$ cat src/rtl/sqb_pkg.sv
// ----------------------------------------------------------------------------
// Sprite quad batcher package
// Shared widths, command codes, corner tables and the queued quad type.
// ----------------------------------------------------------------------------
`default_nettype none

package sqb_pkg;

    localparam int MAX_TEXTURES_DEF = 16;
    localparam int COORD_W          = 16;
    localparam int SIZE_W           = 15;
    localparam int HALF_W           = SIZE_W - 1;
    localparam int HANDLE_W         = 32;
    localparam int COLOUR_W         = 32;
    localparam int SLOT_W           = 5;
    localparam int QUEUE_DEPTH      = 2;
    localparam int CORNERS          = 4;
    localparam int CORNER_W         = 2;

    // Command codes.
    localparam logic CMD_BEGIN  = 1'b0;
    localparam logic CMD_SUBMIT = 1'b1;

    // Per-corner tables, bit k belongs to corner k.
    localparam logic [CORNERS-1:0] CORNER_U    = 4'b0110;
    localparam logic [CORNERS-1:0] CORNER_V    = 4'b1100;
    localparam logic [CORNERS-1:0] CORNER_XNEG = 4'b1001;
    localparam logic [CORNERS-1:0] CORNER_YNEG = 4'b1100;

    // One classified sprite waiting for expansion.
    typedef struct packed {
        logic signed [COORD_W-1:0] cx;
        logic signed [COORD_W-1:0] cy;
        logic [HALF_W-1:0]         hw;
        logic [HALF_W-1:0]         hh;
        logic [SLOT_W-1:0]         slot;
        logic [COLOUR_W-1:0]       colour;
        logic                      flush;
    } quad_t;

    // Centre plus or minus a half size, saturated to the coordinate range.
    function automatic logic [COORD_W-1:0] sat_add(
        input logic signed [COORD_W-1:0] centre,
        input logic [HALF_W-1:0]         half,
        input logic                      neg
    );
        logic signed [COORD_W:0] c_ext;
        logic signed [COORD_W:0] h_ext;
        logic signed [COORD_W:0] sum;
        logic [COORD_W-1:0]      res;
        c_ext = {centre[COORD_W-1], centre};
        h_ext = {{(COORD_W + 1 - HALF_W){1'b0}}, half};
        sum   = neg ? (c_ext - h_ext) : (c_ext + h_ext);
        if (sum[COORD_W] != sum[COORD_W-1]) begin
            res = sum[COORD_W] ? {1'b1, {(COORD_W-1){1'b0}}} : {1'b0, {(COORD_W-1){1'b1}}};
        end
        else begin
            res = sum[COORD_W-1:0];
        end
        return res;
    endfunction

endpackage

`default_nettype wire

$ cat src/rtl/sqb_front.sv
// ----------------------------------------------------------------------------
// Sprite quad batcher front end
// Accepts requests, keeps the bound-texture table and resolves each sprite's
// texture slot before handing it to the queue.
// ----------------------------------------------------------------------------
`default_nettype none

module sqb_front #(
    parameter int MAX_TEXTURES = sqb_pkg::MAX_TEXTURES_DEF
) (
    input  wire logic                               clk,
    input  wire logic                               rst_n,
    input  wire logic                               in_valid,
    output logic                                    in_stall,
    input  wire logic                               command,
    input  wire logic signed [sqb_pkg::COORD_W-1:0] centre_x,
    input  wire logic signed [sqb_pkg::COORD_W-1:0] centre_y,
    input  wire logic [sqb_pkg::SIZE_W-1:0]         width,
    input  wire logic [sqb_pkg::SIZE_W-1:0]         height,
    input  wire logic                               has_texture,
    input  wire logic [sqb_pkg::HANDLE_W-1:0]       texture_handle,
    input  wire logic [sqb_pkg::COLOUR_W-1:0]       colour,
    output logic                                    push_valid,
    input  wire logic                               push_ready,
    output sqb_pkg::quad_t                          push_data
);

    localparam int IDX_W = (MAX_TEXTURES > 1) ? $clog2(MAX_TEXTURES) : 1;
    localparam int CNT_W = $clog2(MAX_TEXTURES + 1);

    typedef enum logic [2:0] {
        FS_IDLE = 3'b001,
        FS_CMP  = 3'b010,
        FS_RES  = 3'b100
    } front_state_t;

    front_state_t state_reg, state_next;
    logic [CNT_W-1:0] used_reg, used_next;

    // Captured request.
    logic signed [sqb_pkg::COORD_W-1:0] cx_reg, cy_reg;
    logic [sqb_pkg::HALF_W-1:0]         hw_reg, hh_reg;
    logic                               tex_reg;
    logic [sqb_pkg::HANDLE_W-1:0]       handle_reg;
    logic [sqb_pkg::COLOUR_W-1:0]       colour_reg;

    // Bound-texture table and its registered compare result.
    logic [sqb_pkg::HANDLE_W-1:0] tab_reg [MAX_TEXTURES];
    logic [MAX_TEXTURES-1:0]      match_reg, match_next;

    logic                  accept;
    logic                  hit_found;
    logic [IDX_W-1:0]      hit_idx;
    logic                  full;
    logic [IDX_W-1:0]      wr_idx;
    logic [CNT_W-1:0]      miss_used;
    logic [CNT_W-1:0]      slot_cnt;
    logic [CNT_W+4:0]      slot_ext;
    logic                  flush;
    logic                  tab_write;

    assign in_stall = (state_reg != FS_IDLE);
    assign accept   = in_valid && !in_stall;

    // Compare every valid entry against the captured handle.
    always_comb
    begin
        for (int i = 0; i < MAX_TEXTURES; i++)
        begin
            match_next[i] = (CNT_W'(i) < used_reg) && (tab_reg[i] == handle_reg);
        end
    end

    // Lowest matching entry wins.
    always_comb
    begin
        hit_found = 1'b0;
        hit_idx   = '0;
        for (int i = MAX_TEXTURES - 1; i >= 0; i--)
        begin
            if (match_reg[i])
            begin
                hit_found = 1'b1;
                hit_idx   = IDX_W'(i);
            end
        end
    end

    // Slot resolution: slot zero when untextured, hit, append, or clear a full table and append.
    always_comb
    begin
        full      = (used_reg == CNT_W'(MAX_TEXTURES));
        wr_idx    = full ? '0 : used_reg[IDX_W-1:0];
        miss_used = full ? CNT_W'(1) : (used_reg + CNT_W'(1));
        flush     = 1'b0;
        tab_write = 1'b0;
        if (!tex_reg)
        begin
            slot_cnt = '0;
        end
        else if (hit_found)
        begin
            slot_cnt = CNT_W'(hit_idx) + CNT_W'(1);
        end
        else
        begin
            slot_cnt  = miss_used;
            flush     = full;
            tab_write = 1'b1;
        end
        slot_ext = (CNT_W + 5)'(slot_cnt);
    end

    assign push_valid       = (state_reg == FS_RES);
    assign push_data.cx     = cx_reg;
    assign push_data.cy     = cy_reg;
    assign push_data.hw     = hw_reg;
    assign push_data.hh     = hh_reg;
    assign push_data.slot   = slot_ext[sqb_pkg::SLOT_W-1:0];
    assign push_data.colour = colour_reg;
    assign push_data.flush  = flush;

    // Sequencing and table fill count.
    always_comb
    begin
        state_next = state_reg;
        used_next  = used_reg;
        case (state_reg)
            FS_IDLE:
            begin
                if (accept)
                begin
                    if (command == sqb_pkg::CMD_BEGIN)
                    begin
                        used_next = '0;
                    end
                    else
                    begin
                        state_next = FS_CMP;
                    end
                end
            end
            FS_CMP:
            begin
                state_next = FS_RES;
            end
            FS_RES:
            begin
                if (push_ready)
                begin
                    state_next = FS_IDLE;
                    if (tab_write)
                    begin
                        used_next = miss_used;
                    end
                end
            end
            default:
            begin
                state_next = FS_IDLE;
            end
        endcase
    end

    always_ff @(posedge clk or negedge rst_n)
    begin
        if (!rst_n)
        begin
            state_reg <= FS_IDLE;
            used_reg  <= '0;
        end
        else
        begin
            state_reg <= state_next;
            used_reg  <= used_next;
        end
    end

    // Request capture and compare result.
    always_ff @(posedge clk)
    begin
        if (accept)
        begin
            cx_reg     <= centre_x;
            cy_reg     <= centre_y;
            hw_reg     <= width[sqb_pkg::SIZE_W-1:1];
            hh_reg     <= height[sqb_pkg::SIZE_W-1:1];
            tex_reg    <= has_texture;
            handle_reg <= texture_handle;
            colour_reg <= colour;
        end
        if (state_reg == FS_CMP)
        begin
            match_reg <= match_next;
        end
    end

    // Table write on an appended handle.
    always_ff @(posedge clk)
    begin
        if (push_valid && push_ready && tab_write)
        begin
            tab_reg[wr_idx] <= handle_reg;
        end
    end

endmodule

`default_nettype wire

$ cat src/rtl/sqb_queue.sv
// ----------------------------------------------------------------------------
// Sprite quad batcher queue
// Short FIFO of resolved sprites between the front end and the expander.
// ----------------------------------------------------------------------------
`default_nettype none

module sqb_queue #(
    parameter int DEPTH = sqb_pkg::QUEUE_DEPTH
) (
    input  wire logic            clk,
    input  wire logic            rst_n,
    input  wire logic            push_valid,
    output logic                 push_ready,
    input  wire sqb_pkg::quad_t  push_data,
    output logic                 pop_valid,
    input  wire logic            pop_ready,
    output sqb_pkg::quad_t       pop_data
);

    localparam int PTR_W = (DEPTH > 1) ? $clog2(DEPTH) : 1;
    localparam int CNT_W = $clog2(DEPTH + 1);

    sqb_pkg::quad_t   mem_reg [DEPTH];
    logic [PTR_W-1:0] wr_ptr_reg, wr_ptr_next;
    logic [PTR_W-1:0] rd_ptr_reg, rd_ptr_next;
    logic [CNT_W-1:0] count_reg, count_next;
    logic             do_push, do_pop;

    assign push_ready = (count_reg != CNT_W'(DEPTH));
    assign pop_valid  = (count_reg != '0);
    assign pop_data   = mem_reg[rd_ptr_reg];
    assign do_push    = push_valid && push_ready;
    assign do_pop     = pop_valid && pop_ready;

    // Pointer wrap and occupancy.
    always_comb
    begin
        wr_ptr_next = wr_ptr_reg;
        rd_ptr_next = rd_ptr_reg;
        count_next  = count_reg;
        if (do_push)
        begin
            wr_ptr_next = (wr_ptr_reg == PTR_W'(DEPTH - 1)) ? '0 : wr_ptr_reg + PTR_W'(1);
        end
        if (do_pop)
        begin
            rd_ptr_next = (rd_ptr_reg == PTR_W'(DEPTH - 1)) ? '0 : rd_ptr_reg + PTR_W'(1);
        end
        if (do_push && !do_pop)
        begin
            count_next = count_reg + CNT_W'(1);
        end
        else if (do_pop && !do_push)
        begin
            count_next = count_reg - CNT_W'(1);
        end
    end

    always_ff @(posedge clk or negedge rst_n)
    begin
        if (!rst_n)
        begin
            wr_ptr_reg <= '0;
            rd_ptr_reg <= '0;
            count_reg  <= '0;
        end
        else
        begin
            wr_ptr_reg <= wr_ptr_next;
            rd_ptr_reg <= rd_ptr_next;
            count_reg  <= count_next;
        end
    end

    // Entry storage.
    always_ff @(posedge clk)
    begin
        if (do_push)
        begin
            mem_reg[wr_ptr_reg] <= push_data;
        end
    end

endmodule

`default_nettype wire

$ cat src/rtl/sqb_back.sv
// ----------------------------------------------------------------------------
// Sprite quad batcher back end
// Expands one queued sprite into four corner vertices, one per cycle while the
// output is not stalled, into a registered output stage.
// ----------------------------------------------------------------------------
`default_nettype none

module sqb_back (
    input  wire logic                         clk,
    input  wire logic                         rst_n,
    input  wire logic                         pop_valid,
    output logic                              pop_ready,
    input  wire sqb_pkg::quad_t               pop_data,
    output logic                              out_valid,
    input  wire logic                         out_stall,
    output logic [sqb_pkg::COORD_W-1:0]       vertex_x,
    output logic [sqb_pkg::COORD_W-1:0]       vertex_y,
    output logic                              tex_u,
    output logic                              tex_v,
    output logic [sqb_pkg::SLOT_W-1:0]        slot,
    output logic [sqb_pkg::COLOUR_W-1:0]      vertex_colour,
    output logic                              flush_before,
    output logic                              last
);

    sqb_pkg::quad_t                 ent_reg;
    logic                           busy_reg, busy_next;
    logic [sqb_pkg::CORNER_W-1:0]   corner_reg, corner_next;
    logic                           out_valid_reg, out_valid_next;

    logic [sqb_pkg::COORD_W-1:0]    vx_reg, vy_reg;
    logic                           u_reg, v_reg, flush_reg, last_reg;
    logic [sqb_pkg::SLOT_W-1:0]     slot_reg;
    logic [sqb_pkg::COLOUR_W-1:0]   colour_reg;

    logic advance;
    logic last_corner;
    logic do_pop;

    assign advance     = busy_reg && (!out_valid_reg || !out_stall);
    assign last_corner = (corner_reg == sqb_pkg::CORNER_W'(sqb_pkg::CORNERS - 1));
    assign pop_ready   = !busy_reg || (advance && last_corner);
    assign do_pop      = pop_valid && pop_ready;

    // Corner sequencing and output valid.
    always_comb
    begin
        busy_next      = busy_reg;
        corner_next    = corner_reg;
        out_valid_next = out_valid_reg;
        if (advance)
        begin
            out_valid_next = 1'b1;
            corner_next    = corner_reg + sqb_pkg::CORNER_W'(1);
            if (last_corner)
            begin
                busy_next = 1'b0;
            end
        end
        else if (!out_stall)
        begin
            out_valid_next = 1'b0;
        end
        if (do_pop)
        begin
            busy_next   = 1'b1;
            corner_next = '0;
        end
    end

    always_ff @(posedge clk or negedge rst_n)
    begin
        if (!rst_n)
        begin
            busy_reg      <= 1'b0;
            corner_reg    <= '0;
            out_valid_reg <= 1'b0;
        end
        else
        begin
            busy_reg      <= busy_next;
            corner_reg    <= corner_next;
            out_valid_reg <= out_valid_next;
        end
    end

    // Sprite capture and corner computation.
    always_ff @(posedge clk)
    begin
        if (do_pop)
        begin
            ent_reg <= pop_data;
        end
        if (advance)
        begin
            vx_reg     <= sqb_pkg::sat_add(ent_reg.cx, ent_reg.hw,
                                           sqb_pkg::CORNER_XNEG[corner_reg]);
            vy_reg     <= sqb_pkg::sat_add(ent_reg.cy, ent_reg.hh,
                                           sqb_pkg::CORNER_YNEG[corner_reg]);
            u_reg      <= sqb_pkg::CORNER_U[corner_reg];
            v_reg      <= sqb_pkg::CORNER_V[corner_reg];
            slot_reg   <= ent_reg.slot;
            colour_reg <= ent_reg.colour;
            flush_reg  <= ent_reg.flush && (corner_reg == '0);
            last_reg   <= last_corner;
        end
    end

    assign out_valid     = out_valid_reg;
    assign vertex_x      = vx_reg;
    assign vertex_y      = vy_reg;
    assign tex_u         = u_reg;
    assign tex_v         = v_reg;
    assign slot          = slot_reg;
    assign vertex_colour = colour_reg;
    assign flush_before  = flush_reg;
    assign last          = last_reg;

endmodule

`default_nettype wire

$ cat src/rtl/sprite_quad_batcher.sv
// ----------------------------------------------------------------------------
// Sprite quad batcher
// Expands sprite requests into four saturated corner vertices and assigns
// texture slots from a per-batch table of bound textures.
// ----------------------------------------------------------------------------
// A begin-frame request only resets the texture table. A submit request
// occupies the front end through capture, a parallel compare against all
// bound handles and slot resolution before it enters a two-entry queue;
// the back end then issues one corner per cycle while the output is not
// stalled, and the single output port sets the sustained sprite rate. With
// no stall, a request passes the capture registers, the compare result
// register, the queue, the back end's sprite register and its output
// registers before its first corner is presented. Corners come in the order
// (-w,+h), (+w,+h), (+w,-h), (-w,-h) about the centre, using half sizes.
`default_nettype none

module sprite_quad_batcher #(
    parameter int MAX_TEXTURES = sqb_pkg::MAX_TEXTURES_DEF
) (
    input  wire logic                               clk,
    input  wire logic                               rst_n,
    input  wire logic                               in_valid,
    output logic                                    in_stall,
    input  wire logic                               command,
    input  wire logic signed [sqb_pkg::COORD_W-1:0] centre_x,
    input  wire logic signed [sqb_pkg::COORD_W-1:0] centre_y,
    input  wire logic [sqb_pkg::SIZE_W-1:0]         width,
    input  wire logic [sqb_pkg::SIZE_W-1:0]         height,
    input  wire logic                               has_texture,
    input  wire logic [sqb_pkg::HANDLE_W-1:0]       texture_handle,
    input  wire logic [sqb_pkg::COLOUR_W-1:0]       colour,
    output logic                                    out_valid,
    input  wire logic                               out_stall,
    output logic signed [sqb_pkg::COORD_W-1:0]      vertex_x,
    output logic signed [sqb_pkg::COORD_W-1:0]      vertex_y,
    output logic                                    tex_u,
    output logic                                    tex_v,
    output logic [sqb_pkg::SLOT_W-1:0]              slot,
    output logic [sqb_pkg::COLOUR_W-1:0]            vertex_colour,
    output logic                                    flush_before,
    output logic                                    last
);

    logic           push_valid, push_ready;
    logic           pop_valid, pop_ready;
    sqb_pkg::quad_t push_data, pop_data;
    logic [sqb_pkg::COORD_W-1:0] vx, vy;

    // Request decode and texture slot resolution.
    sqb_front #(
        .MAX_TEXTURES (MAX_TEXTURES)
    ) u_front (
        .clk            (clk),
        .rst_n          (rst_n),
        .in_valid       (in_valid),
        .in_stall       (in_stall),
        .command        (command),
        .centre_x       (centre_x),
        .centre_y       (centre_y),
        .width          (width),
        .height         (height),
        .has_texture    (has_texture),
        .texture_handle (texture_handle),
        .colour         (colour),
        .push_valid     (push_valid),
        .push_ready     (push_ready),
        .push_data      (push_data)
    );

    // Decoupling queue.
    sqb_queue #(
        .DEPTH (sqb_pkg::QUEUE_DEPTH)
    ) u_queue (
        .clk        (clk),
        .rst_n      (rst_n),
        .push_valid (push_valid),
        .push_ready (push_ready),
        .push_data  (push_data),
        .pop_valid  (pop_valid),
        .pop_ready  (pop_ready),
        .pop_data   (pop_data)
    );

    // Corner expansion.
    sqb_back u_back (
        .clk           (clk),
        .rst_n         (rst_n),
        .pop_valid     (pop_valid),
        .pop_ready     (pop_ready),
        .pop_data      (pop_data),
        .out_valid     (out_valid),
        .out_stall     (out_stall),
        .vertex_x      (vx),
        .vertex_y      (vy),
        .tex_u         (tex_u),
        .tex_v         (tex_v),
        .slot          (slot),
        .vertex_colour (vertex_colour),
        .flush_before  (flush_before),
        .last          (last)
    );

    assign vertex_x = $signed(vx);
    assign vertex_y = $signed(vy);

endmodule

`default_nettype wire

$ cat config.mk
export PLATFORM = sky130hd
export DESIGN_NAME = sprite_quad_batcher
export DESIGN_NICKNAME = d
export VERILOG_FILES = /design/src/rtl/sqb_pkg.sv /design/src/rtl/sqb_front.sv /design/src/rtl/sqb_queue.sv /design/src/rtl/sqb_back.sv /design/src/rtl/sprite_quad_batcher.sv
export SDC_FILE = /design/constraint.sdc
export NUM_CORES = 1
export LEC_CHECK = 0
export ABC_AREA = 0
export BUFFER_PORTS_ARGS = -buffer_cell sky130_fd_sc_hd__buf_4
export CELL_PAD_IN_SITES_DETAIL_PLACEMENT = 0
export CELL_PAD_IN_SITES_GLOBAL_PLACEMENT = 1
export CORE_MARGIN = 10
export CORE_UTILIZATION = 48
export DETAILED_ROUTE_END_ITERATION = 10
export PLACE_DENSITY = 0.73
export SYNTH_ARGS = -nofsm -noshare
export SYNTH_HDL_FRONTEND = slang
export SYNTH_SLANG_ARGS = --single-unit
$ cat constraint.sdc
create_clock -name clk -period 8.44 [get_ports clk]
set_clock_uncertainty 0.1 [all_clocks]
set_input_delay 1.266 -clock clk [delete_from_list [all_inputs] [get_ports clk]]
set_output_delay 1.266 -clock clk [all_outputs]
set_load 0.01 [all_outputs]
[After elaboration in Yosys (flattened, before gate mapping)]
Memories as Yosys holds them, arrays and structs flattened. A register that Yosys moved wholly into a read port is not among the register bits.
Cells that the tools add are included.
Operators by class
  $add $sub $neg: 11
  magnitude comparators: 17
  eq/ne operators: 31
  mux-type cells: 76
  reduce and logical (&&, ||, !) cells: 42
Operators by type and width (count)
  equality test 32 bit: 16
  2-to-1 mux 4 bit: 17
  2-to-1 mux 16 bit: 4
  < comparator 4 x 5 -> 1 bit, first input constant: 8
  2-to-1 mux 5 bit: 7
  adder 16 x 15 -> 17 bit: 2
  2-to-1 mux 1 bit: 34
  2-to-1 mux 17 bit: 2
  subtractor 16 x 15 -> 17 bit: 2
  logical AND 1 bit: 25
  < comparator 3 x 5 -> 1 bit, first input constant: 4
  < comparator 1 x 5 -> 1 bit, first input constant: 2
  < comparator 2 x 5 -> 1 bit, first input constant: 2
  != test 2 bit, second input constant: 5
  case mux 5 bit (2 select lines): 1
  nonzero test 2 bit: 5
  2-to-1 mux 3 bit: 3
  case mux 3 bit (3 select lines): 1
  2-to-1 mux 2 bit: 4
  binary-select mux 1 bit (select 2 bit): 3
  logical NOT 1 bit: 6
  adder 4 x 1 -> 5 bit, second input constant: 1
  adder 5 x 1 -> 5 bit, second input constant: 1
  equality test 5 bit, second input constant: 1
  other kinds (16): 21
Word-level totals
  flip-flop bits (word level): 230
  bits in writable memories: 708
  input bits: 132
  output and inout port bits: 75
  word-level logic and storage cells: 203
  memories: 2
Memory list
  u_front.tab_reg: depth 16, bits a word 32, rd ports 16, clocked after memory_dff 0, wr ports 1, line sqb_front.sv:48  | logic [sqb_pkg::HANDLE_W-1:0] tab_reg [MAX_TEXTURES];
  u_queue.mem_reg: depth 2, bits a word 98, rd ports 1, clocked after memory_dff 1, wr ports 1, line sqb_queue.sv:23  | sqb_pkg::quad_t mem_reg [DEPTH];

[Longest topological paths before layout]
Gate-level depths: netlist of the first run.
  word-level depth: 21
  depth in mapped cells: 15

[Modules after synthesis]
A second synthesis of the first run with hierarchy kept.
Second synthesis, totals
  cells, all modules: 2411
  area total of the unflattened synthesis: 41785.1 um2
By module, submodules not included
  sqb_front: times used 1, cells each 1556, area an instance 26643.1 um2, sequential area each 19810.2 um2
  sqb_back: times used 1, cells each 532, area an instance 7847.5 um2, sequential area each 5235.0 um2
  sqb_queue: times used 1, cells each 323, area an instance 7294.5 um2, sequential area each 5985.7 um2

[Worst setup path before layout of the first run]
OpenSTA, ideal clock, no wires.
  kind: register to register
  from: reg u_front.state_reg[1]
  to: mem u_queue.mem_reg[0][0] (netlist bit), enable pin
  arrival: 7.301 ns
  path slack: 0.364 ns
  cell stages (with the launch flop): 4
  buffers on the path: 0
  cells stage by stage: dfrtp_1 nor2_1 nand2_1 nor3_1
On the way
  cells in the longest elaborated chain, start to end: 4
RTL lines
  start, declared: line sqb_front.sv:37  | front_state_t state_reg, state_next;
  start signal, assigned: line sqb_front.sv:174  | state_reg <= state_next;
  equality test 3 bit: line sqb_front.sv:114  | assign push_valid = (state_reg == FS_RES);
  logical AND 1 bit: line sqb_queue.sv:32  | assign do_push = push_valid && push_ready;
  2-to-1 mux 1 bit: line sqb_queue.sv:78  | if (do_push)
  2-to-1 mux 1 bit (not written as such): line sqb_queue.sv:80  | mem_reg[wr_ptr_reg] <= push_data;
  end, declared: line sqb_queue.sv:23
No other way between the ends.

[Worst setup path in the final report of the first run]
  from: reg u_back.corner_reg[1] (netlist bit)
  to: reg u_back.vx_reg (netlist bit u_back.vertex_x[10]), data pin
On the way
  cells in the longest elaborated chain, start to end: 5
  elaborated cells on any way between the ends: 6
  classes of those cells: eq/ne (1); mux (5)
RTL lines
  start, declared: line sqb_back.sv:28  | logic [sqb_pkg::CORNER_W-1:0] corner_reg, corner_next;
  start signal, assigned: line sqb_back.sv:82  | corner_reg <= corner_next;
  binary-select mux 1 bit (select 2 bit) (*): line sqb_back.sv:97  | sqb_pkg::CORNER_XNEG[corner_reg]);
  2-to-1 mux 1 bit (not written as such) (*): line sqb_back.sv:97
  2-to-1 mux 17 bit (*): line sqb_pkg.sv:53  | sum = neg ? (c_ext - h_ext) : (c_ext + h_ext);
  2-to-1 mux 16 bit / != test 1 bit (equally long branches): line sqb_pkg.sv:55, sqb_pkg.sv:54
  2-to-1 mux 16 bit (*): line sqb_pkg.sv:54  | if (sum[COORD_W] != sum[COORD_W-1]) begin
  end signal, assigned: line sqb_back.sv:96  | vx_reg <= sqb_pkg::sat_add(ent_reg.cx, ent_reg.hw,
  end, declared: line sqb_back.sv:31  | logic [sqb_pkg::COORD_W-1:0] vx_reg, vy_reg;
Mark *: on every way between the ends. The rest lies on a longest branch, timed or not. The select of a mux whose other input is x is not followed.
A chain may end at the register's enable or synchronous reset.

==> summary.txt, run 1 <==
Floorplanning
  – Starting Density: 48.5%
  – Placeable Area: 85400 um2
  – Row Count: 107
  – Die X: 314 um
  – Die Ht: 314 um
  – Die area: 98500 um2
  – Top Ports: 207

Timing
  – Fin. max-slew vios: 0
  – Final Setup Violations: 0
  – Final period utilization: 58.7%
  – Fmax: 0.202 GHz
  – RSZ-0062 raised after global routing: false
  – Fin crit period: 4.96 ns
  – Hold WS: 0.313 ns
  – TNS Setup: 0 ns
  – Final Hold Violating Endpoints: 0
  – Slew at the pin with the worst max-slew slack: 1.14 ns
  – Final WS setup: 3.48 ns
  – Slew HR: 21.8%

Routing
  – DR vias: 21000
  – DRC violations left: 0
  – Avg WL per Cell: 22.6 um
  – DRT iter0 DRCs: 1580
  – Vias per Instance: 5.35
  – Routed WL: 88700 um
  – Post-DRT Antenna Nets: 0
  – DRT Pass-1 Iters: 5

Final layout
  – Max reg flops: 512
  – Layout cells sized above 1: 20.3%
  – Antenna Cells: 0
  – # nets final: 2866
  – Synth-to-layout area growth: 16.0%
  – Post-layout util: 56.3%
  – Fill cells: 6610

Pwr
  – Cell leakage power: 16.1 nW
  – Net Sw Power: 3.71 mW
  – Logic gate share of total power: 21.5%
  – Int Pwr: 10.2 mW
  – Worst IR drop on VDD: 0.301 mV
  – Net Sw Frac: 26.7%
  – Clock power frac: 32.9%
  – Sequential Power Share: 45.7%
  – Power per cell area: 289 nW/um2

Worst setup path
  – Reg-to-reg slack, setup: 3.48 ns
  – Reg2reg start: u_back.corner_reg[1]
  – R2R depth: 12
  – Startpoint types: flop
  – Critical path class: flop to flop
  – Nature of the critical path endpoint: flop
  – FF-to-FF End: u_back.vertex_x[10]
  – Crit path required time: 8.84 ns
  – Arrival time of the worst setup path: 5.36 ns
  – Peak fanout along the critical path: 17

Hold path
  – Hold endpoint: u_back.vertex_colour[30]
  – Worst Hold Depth: 0
  – Hold wc startpoint: u_back.ent_reg[31]
  – Hold Crit Class: flop to flop

CTS
  – Clk pin slew, worst setup/hold paths: 0.06 ns
  – Post-CTS Resized: 0
  – Root Buffer: clkbuf_16
  – CTS tree: done
  – Clock Sinks: 1036
  – Hold_buf cts: 0
  – Num CTS Buffers: 107
  – Setup repair bufs after CTS: 0
  – CTS H-tree lvls: 3
  – Clock Path Buffers: 3
  – Clock latency on the worst-skew pair: 0.66 ns

Placement
  – Pre-CTS setup slack: 3.50 ns
  – Port Buf Inserts: 204
  – DP HPWL: 51800 um
  – Final Wtd Congestion: 0.795

GRT
  – Largest net degree at the start of global routing: 70
  – GRT Overall Usage: 17.8%
  – Grt ovf: 0
  – Antenna violations before repair: 0
  – Vias in the first global route: 21900
  – First-pass GRT wire length: 134000 um

Job
  – Max-cap violations: 0

Logic synthesis
  – Syn_nets: 2579
  – Area contributors post-synth: edfxtp_1, xor2_1, xnor2_1, mux2_2, nor4_1
  – YS warnings: 0
  – Syn_area_per_cell: 17.3 um2
  – Post-synth top area share: 73.9%
  – Cell count after synthesis: 2402
  – Synthesized flop and latch total: 1036
  – Synth async-reset ratio: 1.54%
  – Distinct cell type count after synthesis: 63
  – Register area share after synthesis: 74.9%
  – Cell Area, Synth: 41400 um2
  – Number of synthesized flops with an enable pin: 1020
  – Post-synth top area cell: edfxtp_1
  – Synth Flop Type: edfxtp_1

Status
  – Status: finished clean
## layout by cell type (no fill, tap or decap), drive strengths merged, types with 9 or more instances in the layout
master and count:
clkinv 49, o21ai 31, or4 10, o21a 9, inv 32, nand3 17
clkbuf 133, dfrtp 15, edfxtp 1020, bufinv 10, a21oi 40, mux2 99
nand4 63, nand2 41, nor2 62, buf 272, xnor2 228, maj3 30
nor4 91, nor3 17, ha 43, xor2 343, nand2b 13
## kinds of logic after synthesis
group	Yosys count	share of synthesized area, %
flops	1036	74.9
xor+xnor	571	12.1
simple gates	351	4.66
compound gates	143	2.29
buf+inv	124	1.15
mux	102	2.76
fa+ha+maj	75	2.15
## per-layer routing
layer	vias to the layer above	global-route usage, %	wire (um)
li1	9611	-	-
met1	10700	23.1	37800
met2	512	30.7	44700
met3	136	2.88	4380
met4	0	4.93	1780
met5	-	0	0
## final cells by class
cell class                      instances  area [um2]  share of cell area [%]
Sequential cell                      1036       31000                    64.6
Multi-Input combinational cell       1242       10000                    20.8
Clock buffer                          133        2820                    5.86
Timing Repair Buffer                  272        2040                    4.25
Tap cell                             1144        1430                    2.98
Clock inverter                         64         602                    1.25
Inverter                               30         114                   0.237
## how the worst max path moves through the flow
stage                              start                     to  slack (ns)
floorplan           u_front.state_reg[1]  u_queue.mem_reg[0][0]        0.36
global placement    u_back.corner_reg[1]     u_back.vertex_x[9]        3.63
detailed placement  u_back.corner_reg[1]    u_back.vertex_x[10]        3.50
CTS                 u_back.corner_reg[1]    u_back.vertex_x[10]        3.45
global route        u_back.corner_reg[1]    u_back.vertex_x[10]        2.97
finish              u_back.corner_reg[1]    u_back.vertex_x[10]        3.48
## Yosys cell counts (3+ instances only)
| cell type | number |
|---|---|
| nor2b_1 | 8 |
| nor2_1 | 62 |
| a211oi_1 | 7 |
| and3_1 | 8 |
| clkbuf_1 | 75 |
| a21oi_1 | 40 |
| nor3b_1 | 5 |
| buf_1 | 15 |
| o21a_1 | 9 |
| dfrtp_1 | 15 |
| nand2b_1 | 13 |
| o311ai_0 | 3 |
| and2_1 | 6 |
| mux2_2 | 99 |
| o21ai_0 | 30 |
| a2111oi_0 | 5 |
| or4_1 | 7 |
| o31a_1 | 3 |
| or3_1 | 3 |
| nand3_1 | 17 |
| xnor2_1 | 227 |
| edfxtp_1 | 1020 |
| xor2_1 | 342 |
| nor3_1 | 17 |
| ha_1 | 43 |
| o211ai_1 | 3 |
| mux2i_1 | 3 |
| inv_1 | 30 |
| nand2_1 | 41 |
| nor4_1 | 91 |
| maj3_1 | 21 |
| a311oi_1 | 4 |
| o31ai_1 | 7 |
| a31oi_1 | 4 |
| buf_2 | 3 |
| a21o_1 | 8 |
| o41ai_1 | 4 |
| nand4_1 | 63 |
| maj3_2 | 9 |
## worst max-delay path, cell delays in order, from the launching register on
cell and delay, ns:
dfrtp_1 0.62, inv_1 0.25, ha_1 0.71, o21ai_0 0.23
xor2_1 0.20, ha_1 0.36, a21o_1 0.22, a221oi_1 0.50
a21oi_1 0.23, a31oi_1 0.26, a21oi_1 0.14, xnor2_2 0.65
maj3_2 0.34
## power groups by stage
stage,combinational (mW),clock [mW],sequential [mW]
final,2.98,4.57,6.35
after global routing,3.32,4.89,6.38
after CTS,3.01,4.68,6.35
after detailed placement,3.00,0,6.46
after global placement,2.91,0,6.45
after floorplan,2.17,0,6.47
## stage by stage
step	total power [mW]	instances	cell area (um2)
detailed placement	9.46	3724	44600
CTS	14.0	3921	48000
finish	13.9	3921	48100
global placement	9.36	3724	44600
floorplan	8.64	2402	41400
global route	14.6	3921	48100
(Power assumes the default switching activity.)
==> inputs of run 2 (changes only) <==
==> constraint.sdc (replaced) <==
create_clock -name clk -period 4.4 [get_ports clk]
set_clock_uncertainty 0.1 [all_clocks]
set_input_delay 0.66 -clock clk [delete_from_list [all_inputs] [get_ports clk]]
set_output_delay 0.66 -clock clk [all_outputs]
set_load 0.01 [all_outputs]
==> run 2 against run 1 <==
  * Sequential share of layout area fell by 0.77 points
  * Global-route usage rose by 0.20 points
  * Register-to-register slack got worse by 3.2 ns
  * Die area did not move
  * Setup slack got worse by 3.2 ns
  * Final cell count rose by 1.0%
  * Largest cell class unchanged
==> summary.txt, run 2 (synthesis gave the netlist of run 1 again) <==
Status
  – Status: finished clean

Routing
  – Post-DRT Antenna Nets: 0
  – DR vias: 21000
  – Avg WL per Cell: 22.7 um
  – Vias per Instance: 5.30
  – DRC violations left: 0
  – DRT Pass-1 Iters: 5
  – DRT iter0 DRCs: 1498
  – Routed WL: 89800 um

CTS
  – Setup repair bufs after CTS: 0
  – Clock Sinks: 1036
  – Num CTS Buffers: 107
  – Clk pin slew, worst setup/hold paths: 0.06 ns
  – Clock Path Buffers: 3
  – Clock latency on the worst-skew pair: 0.67 ns
  – CTS H-tree lvls: 3
  – Root Buffer: clkbuf_16
  – CTS tree: done

Final layout
  – Final std cells w/o fill: 3961
  – Cell area after layout: 48600 um2
  – Commonest non-fill, non-tap cell in the layout: edfxtp_1
  – Antenna Cells: 0
  – # nets final: 2905
  – FF/Latch Area: 31000 um2
  – Post-layout util: 56.9%
  – Most frequent cells in the layout: edfxtp_1, xor2_1, buf_4
  – Layout cells sized above 1: 21.8%
  – Fill cells: 6622
  – Max reg flops: 512
  – Multi-input gate area: 10000 um2
  – Synth-to-layout area growth: 17.4%

Worst setup path
  – Crit-path leading delay family: simple AND/OR/NAND/NOR gates
  – Startpoint types: flop
  – Critical path buffers and inverters: 1
  – Worst path slowest cell: or4_4
  – Crit path required time: 4.72 ns
  – Worst-path cell chain: or4_4 > or4_4 > o31ai_4 > xor2_1 > ha_1 > a21oi_1 > o21ai_0 > o21a_1 > a31oi_2 > a21oi_1 > xnor2_2 > buf_12 > maj3_1
  – R2R depth: 13
  – Peak fanout along the critical path: 16
  – Nature of the critical path endpoint: flop
  – Worst path depth: 13
  – Arrival time of the worst setup path: 4.42 ns
  – Critical path class: flop to flop
  – Max incr delay on CP: 0.57 ns

Timing
  – Fin. max-slew vios: 0
  – Final period utilization: 93.2%
  – Final Setup Violations: 0
  – Slew at the pin with the worst max-slew slack: 1.03 ns
  – Hold WS: 0.0617 ns
  – TNS Setup: 0 ns
  – Fmax: 0.244 GHz
  – Slew HR: 30.8%
  – Fin crit period: 4.10 ns
  – RSZ-0062 raised after global routing: false
  – Final Hold Violating Endpoints: 0
  – Final WS setup: 0.299 ns

Pwr
  – Clock power frac: 33.4%
  – Cell leakage power: 16.3 nW
  – Logic gate share of total power: 21.7%
  – Int Pwr: 20.0 mW
  – Net Sw Frac: 26.6%
  – Sequential Power Share: 44.9%
  – Net Sw Power: 7.24 mW
  – Total Power: 27.2 mW
  – Power per cell area: 559 nW/um2
  – Worst IR drop on VDD: 0.674 mV

Floorplanning
  – Die X: 314 um
  – Placeable Area: 85400 um2
  – Starting Density: 48.5%
  – Row Count: 107
  – Die area: 98500 um2
  – Die Ht: 314 um
  – Top Ports: 207

GRT
  – Grt ovf: 0
  – First-pass GRT wire length: 135000 um
  – Antenna violations before repair: 1
  – Largest net degree at the start of global routing: 70
  – GRT Overall Usage: 18.0%
  – Vias in the first global route: 21600

Hold path
  – Hold Crit Class: primary input to flop
  – Worst Hold Depth: 1

Job
  – Max-cap violations: 0

Placement
  – Placed Cells: 3762
  – Pre-CTS setup slack: 0.0877 ns
  – Port Buf Inserts: 204
  – Final Wtd Congestion: 0.831
  – Area after DPL: 45000 um2
  – DP HPWL: 57500 um
## run 2: per-layer routing
| layer | track usage [%] | up-vias | wire length [um] |
|---|---|---|---|
| met5 | 0 | - | 0 |
| met4 | 5.21 | 0 | 2240 |
| met3 | 2.97 | 131 | 4260 |
| met2 | 30.3 | 476 | 44400 |
| met1 | 23.9 | 10700 | 38900 |
| li1 | - | 9707 | - |
## run 2: what timing repair did
| item | CTS | global route |
|---|---|---|
| setup endpoints to repair | 0 | 30 |
| hold buffers | 1 | 0 |
| resized for setup | 0 | 6 |
| hold endpoints to repair | 16 | 0 |
## run 2: path summary, 6_finish.rpt
| kind | start | end | slack, ns |
|---|---|---|---|
| max | u_back.ent_reg[58] | u_back.vertex_x[3] | 0.30 |
| min reg2reg | u_back.ent_reg[24] | u_back.vertex_colour[23] | 0.31 |
| max in group asynchronous | rst_n | u_front.state_reg[0] | 3.63 |
| max reg2reg | u_back.ent_reg[58] | u_back.vertex_x[3] | 0.30 |
| min | colour[11] | u_front.colour_reg[11] | 0.06 |
| min in group asynchronous | rst_n | u_back.out_valid | 0.30 |
## run 2: cell type report
class / instances / share of cell area (%)
Multi-Input combinational cell: 1242 / 20.7
Clock buffer: 132 / 5.80
Sequential cell: 1036 / 63.8
Inverter: 30 / 0.232
Clock inverter: 66 / 1.52
Tap cell: 1144 / 2.94
Timing Repair Buffer: 311 / 5.04
## run 2: power groups by stage
stage	logic (mW)	clock network [mW]	registers (mW)
floorplan	4.17	0	12.4
global placement	5.75	0	12.4
detailed placement	5.90	0	12.4
CTS	5.93	9.27	12.2
global route	6.54	9.66	12.3
finish	5.91	9.07	12.2
==> inputs of run 3 (changes only) <==
--- a/config.mk
+++ b/config.mk
@@ -15,4 +15,5 @@
 export PLACE_DENSITY = 0.73
 export SYNTH_ARGS = -nofsm -noshare
 export SYNTH_HDL_FRONTEND = slang
+export SYNTH_HIERARCHICAL = 1
 export SYNTH_SLANG_ARGS = --single-unit
==> run 3 against run 2 <==
  * Sequential power hardly changed
  * Cell area is 0.30% higher
  * Global-route usage is 0.31 points higher
  * Sequential share of layout area is 0.19 points lower
  * Sequential cell count stayed put
  * Combinational power is 3.9% higher
  * Synthesized cell count is 0.37% higher
  * Fmax is 5.0% lower
  * Hold slack worse by 0.0075 ns
  * Count of clock-buffer cells in the layout is 5 lower
  * Via count is 1.5% higher
==> summary.txt, run 3 <==
Logic synthesis
  – Post-synth top area share: 73.3%
  – Number of synthesized flops with an enable pin: 1020
  – Syn_area_per_cell: 17.3 um2
  – YS warnings: 6
  – Register area share after synthesis: 74.3%
  – Synth Flop Type: edfxtp_1
  – Distinct cell type count after synthesis: 75
  – Post-synth top area cell: edfxtp_1
  – Cell Area, Synth: 41800 um2
  – Most numerous cell in the Yosys netlist: edfxtp_1
  – Cell count after synthesis: 2411
  – Area contributors post-synth: edfxtp_1, xnor2_1, xor2_1, mux2_2, ha_1
  – Top cells by count, synth: edfxtp_1, xnor2_1, xor2_1
  – Syn_nets: 2588
  – Synthesized flop and latch total: 1036
  – Synth async-reset ratio: 1.54%

Placement
  – Placed Cells: 3785
  – Pre-CTS setup slack: 0.103 ns
  – Area after DPL: 45300 um2
  – DP HPWL: 58800 um
  – Port Buf Inserts: 204
  – Final Wtd Congestion: 0.876

CTS
  – Clock Path Buffers: 3
  – Clk pin slew, worst setup/hold paths: 0.07 ns
  – Clock Sinks: 1036
  – Clock latency on the worst-skew pair: 0.68 ns
  – CTS tree: done
  – CTS H-tree lvls: 3
  – Num CTS Buffers: 107
  – Root Buffer: clkbuf_16

Timing
  – Final Setup Violations: 0
  – Slew HR: 26.3%
  – Slew at the pin with the worst max-slew slack: 1.11 ns
  – Fin. max-slew vios: 0
  – Final Hold Violating Endpoints: 0
  – Fmax: 0.232 GHz
  – Final period utilization: 98.2%
  – Fin crit period: 4.32 ns
  – Final WS setup: 0.0808 ns

Floorplanning
  – Die Ht: 315 um
  – Placeable Area: 86600 um2
  – Row Count: 108
  – Starting Density: 48.2%
  – Die area: 99300 um2
  – Top Ports: 207
  – Die X: 315 um

Routing
  – DR vias: 21300
  – Post-DRT Antenna Nets: 0
  – DRC violations left: 0
  – DRT Pass-1 Iters: 7
  – Routed WL: 92000 um
  – DRT iter0 DRCs: 1746
  – Vias per Instance: 5.34
  – Avg WL per Cell: 23.1 um

Hold path
  – Hold wc startpoint: centre_x[5]
  – Hold endpoint: u_front/cx_reg[5]
  – Worst Hold Depth: 1
  – Hold Crit Class: primary input to flop

GRT
  – Vias in the first global route: 22100
  – Largest net degree at the start of global routing: 101
  – GRT Overall Usage: 18.3%
  – Grt ovf: 0
  – Antenna violations before repair: 0
  – First-pass GRT wire length: 138000 um

Final layout
  – # nets final: 2918
  – Layout cells sized above 1: 22.0%
  – Post-layout util: 56.3%
  – Antenna Cells: 0
  – Most frequent cells in the layout: edfxtp_1, buf_4, xnor2_1
  – Synth-to-layout area growth: 16.7%
  – Max reg flops: 512
  – Commonest non-fill, non-tap cell in the layout: edfxtp_1
  – Cell area after layout: 48800 um2
  – Final std cells w/o fill: 3986

Worst setup path
  – Critical path class: flop to flop
  – Reg-to-reg slack, setup: 0.08 ns
  – Arrival time of the worst setup path: 4.62 ns
  – Max incr delay on CP: 0.47 ns
  – Worst-path cell chain: inv_1 > ha_1 > or3b_4 > nand2b_1 > o31ai_2 > xor2_1 > ha_2 > a21o_1 > o311a_1 > or4_4 > a211oi_2 > buf_4 > o21ai_0
  – Reg2reg start: u_back/ent_reg[52]
  – Peak fanout along the critical path: 13
  – FF-to-FF End: u_back/vertex_x[6]
  – Worst Setup SP: u_back/ent_reg[52]
  – Startpoint types: flop
  – Nature of the critical path endpoint: flop
  – R2R depth: 13
  – Crit path required time: 4.70 ns
  – Worst path slowest cell: or4_4

Status
  – Status: finished clean

Pwr
  – Cell leakage power: 16.4 nW
  – Worst IR drop on VDD: 0.386 mV
  – Total Power: 27.3 mW
  – Power per cell area: 559 nW/um2

Job
  – Max-cap violations: 0
==> run 3: where the power goes <==
group          switching (mW)  total, mW  internal, mW  leakage [nW]
Sequential              0.424       12.3          11.9          9.50
Clock                    3.76       8.82          5.05          1.68
Combinational            3.43       6.14          2.71          5.22
Total                    7.62       27.3          19.7          16.4
==> run 3: logic make-up (layout without fill, tap and decap cells) <==
kind of cell               after synthesis  count (layout)  share of synthesized area, %
DFF                                   1036            1036                          74.3
and+or+nand+nor                        360             360                          5.06
muxes                                  105             105                          2.90
adders and majority gates               62              62                          1.80
xor gates and xnor gates               569             569                          12.0
AOI/OAI and AO/OA                      149             149                          2.39
buffers and inverters                  130             550                          1.55
==> run 3: through the flow <==
step / TNS (ns) / hold WS [ns]
floorplan: -7.45 / 0.264
global placement: 0 / 0.302
detailed placement: 0 / 0.305
CTS: 0 / 0.00168
global route: -0.0528 / 0.0164
finish: 0 / 0.0543
==> run 3: how the worst max path moves through the flow <==
stage,endpoint,cells past startpoint
2_1_floorplan,u_front/tab_reg[10][0],5
3_3_place_gp,u_back/vertex_x[6],13
3_5_place_dp,u_back/vertex_x[6],13
4_1_cts,u_back/vertex_x[6],13
5_1_grt,u_back/vertex_x[6],13
6_report,u_back/vertex_x[6],13
==> run 3: area by class of cell <==
class / instances / area [um2]
Clock buffer: 127 / 2770
Timing Repair Buffer: 319 / 2510
Tap cell: 1155 / 1450
Sequential cell: 1036 / 31000
Fill cell: 6664 / 37800
Multi-Input combinational cell: 1245 / 10200
Clock inverter: 72 / 687
Inverter: 32 / 120
==> run 3: worst max-delay path, delay by kind of cell, from the launching register on <==
kind,cells,cell delay (ns)
AO/OA/AOI/OAI,5,1.22
XOR/XNOR,1,0.32
adder cells (fa/ha/maj),2,0.55
buffers and inverters,2,0.29
flip-flops,1,0.46
AND/OR/NAND/NOR,3,1.10
==> run 3: what timing repair did <==
action                                  in CTS  in global routing
endpoints found under the hold margin       17                  0
setup buffers                                0                  0
resized for setup                            0                  9
endpoints found under the setup margin       0                 28
hold buffers                                 2                  0
==> run 3: metal layers <==
layer	global-route usage [%]	wire (um)	part of all wire, %	vias to the layer above
met5	0	0	0	-
met4	5.51	2270	2.5	0
met3	2.83	4320	4.7	143
met2	31.1	46300	50	545
met1	24.0	39100	43	10900
li1	-	-	-	9735
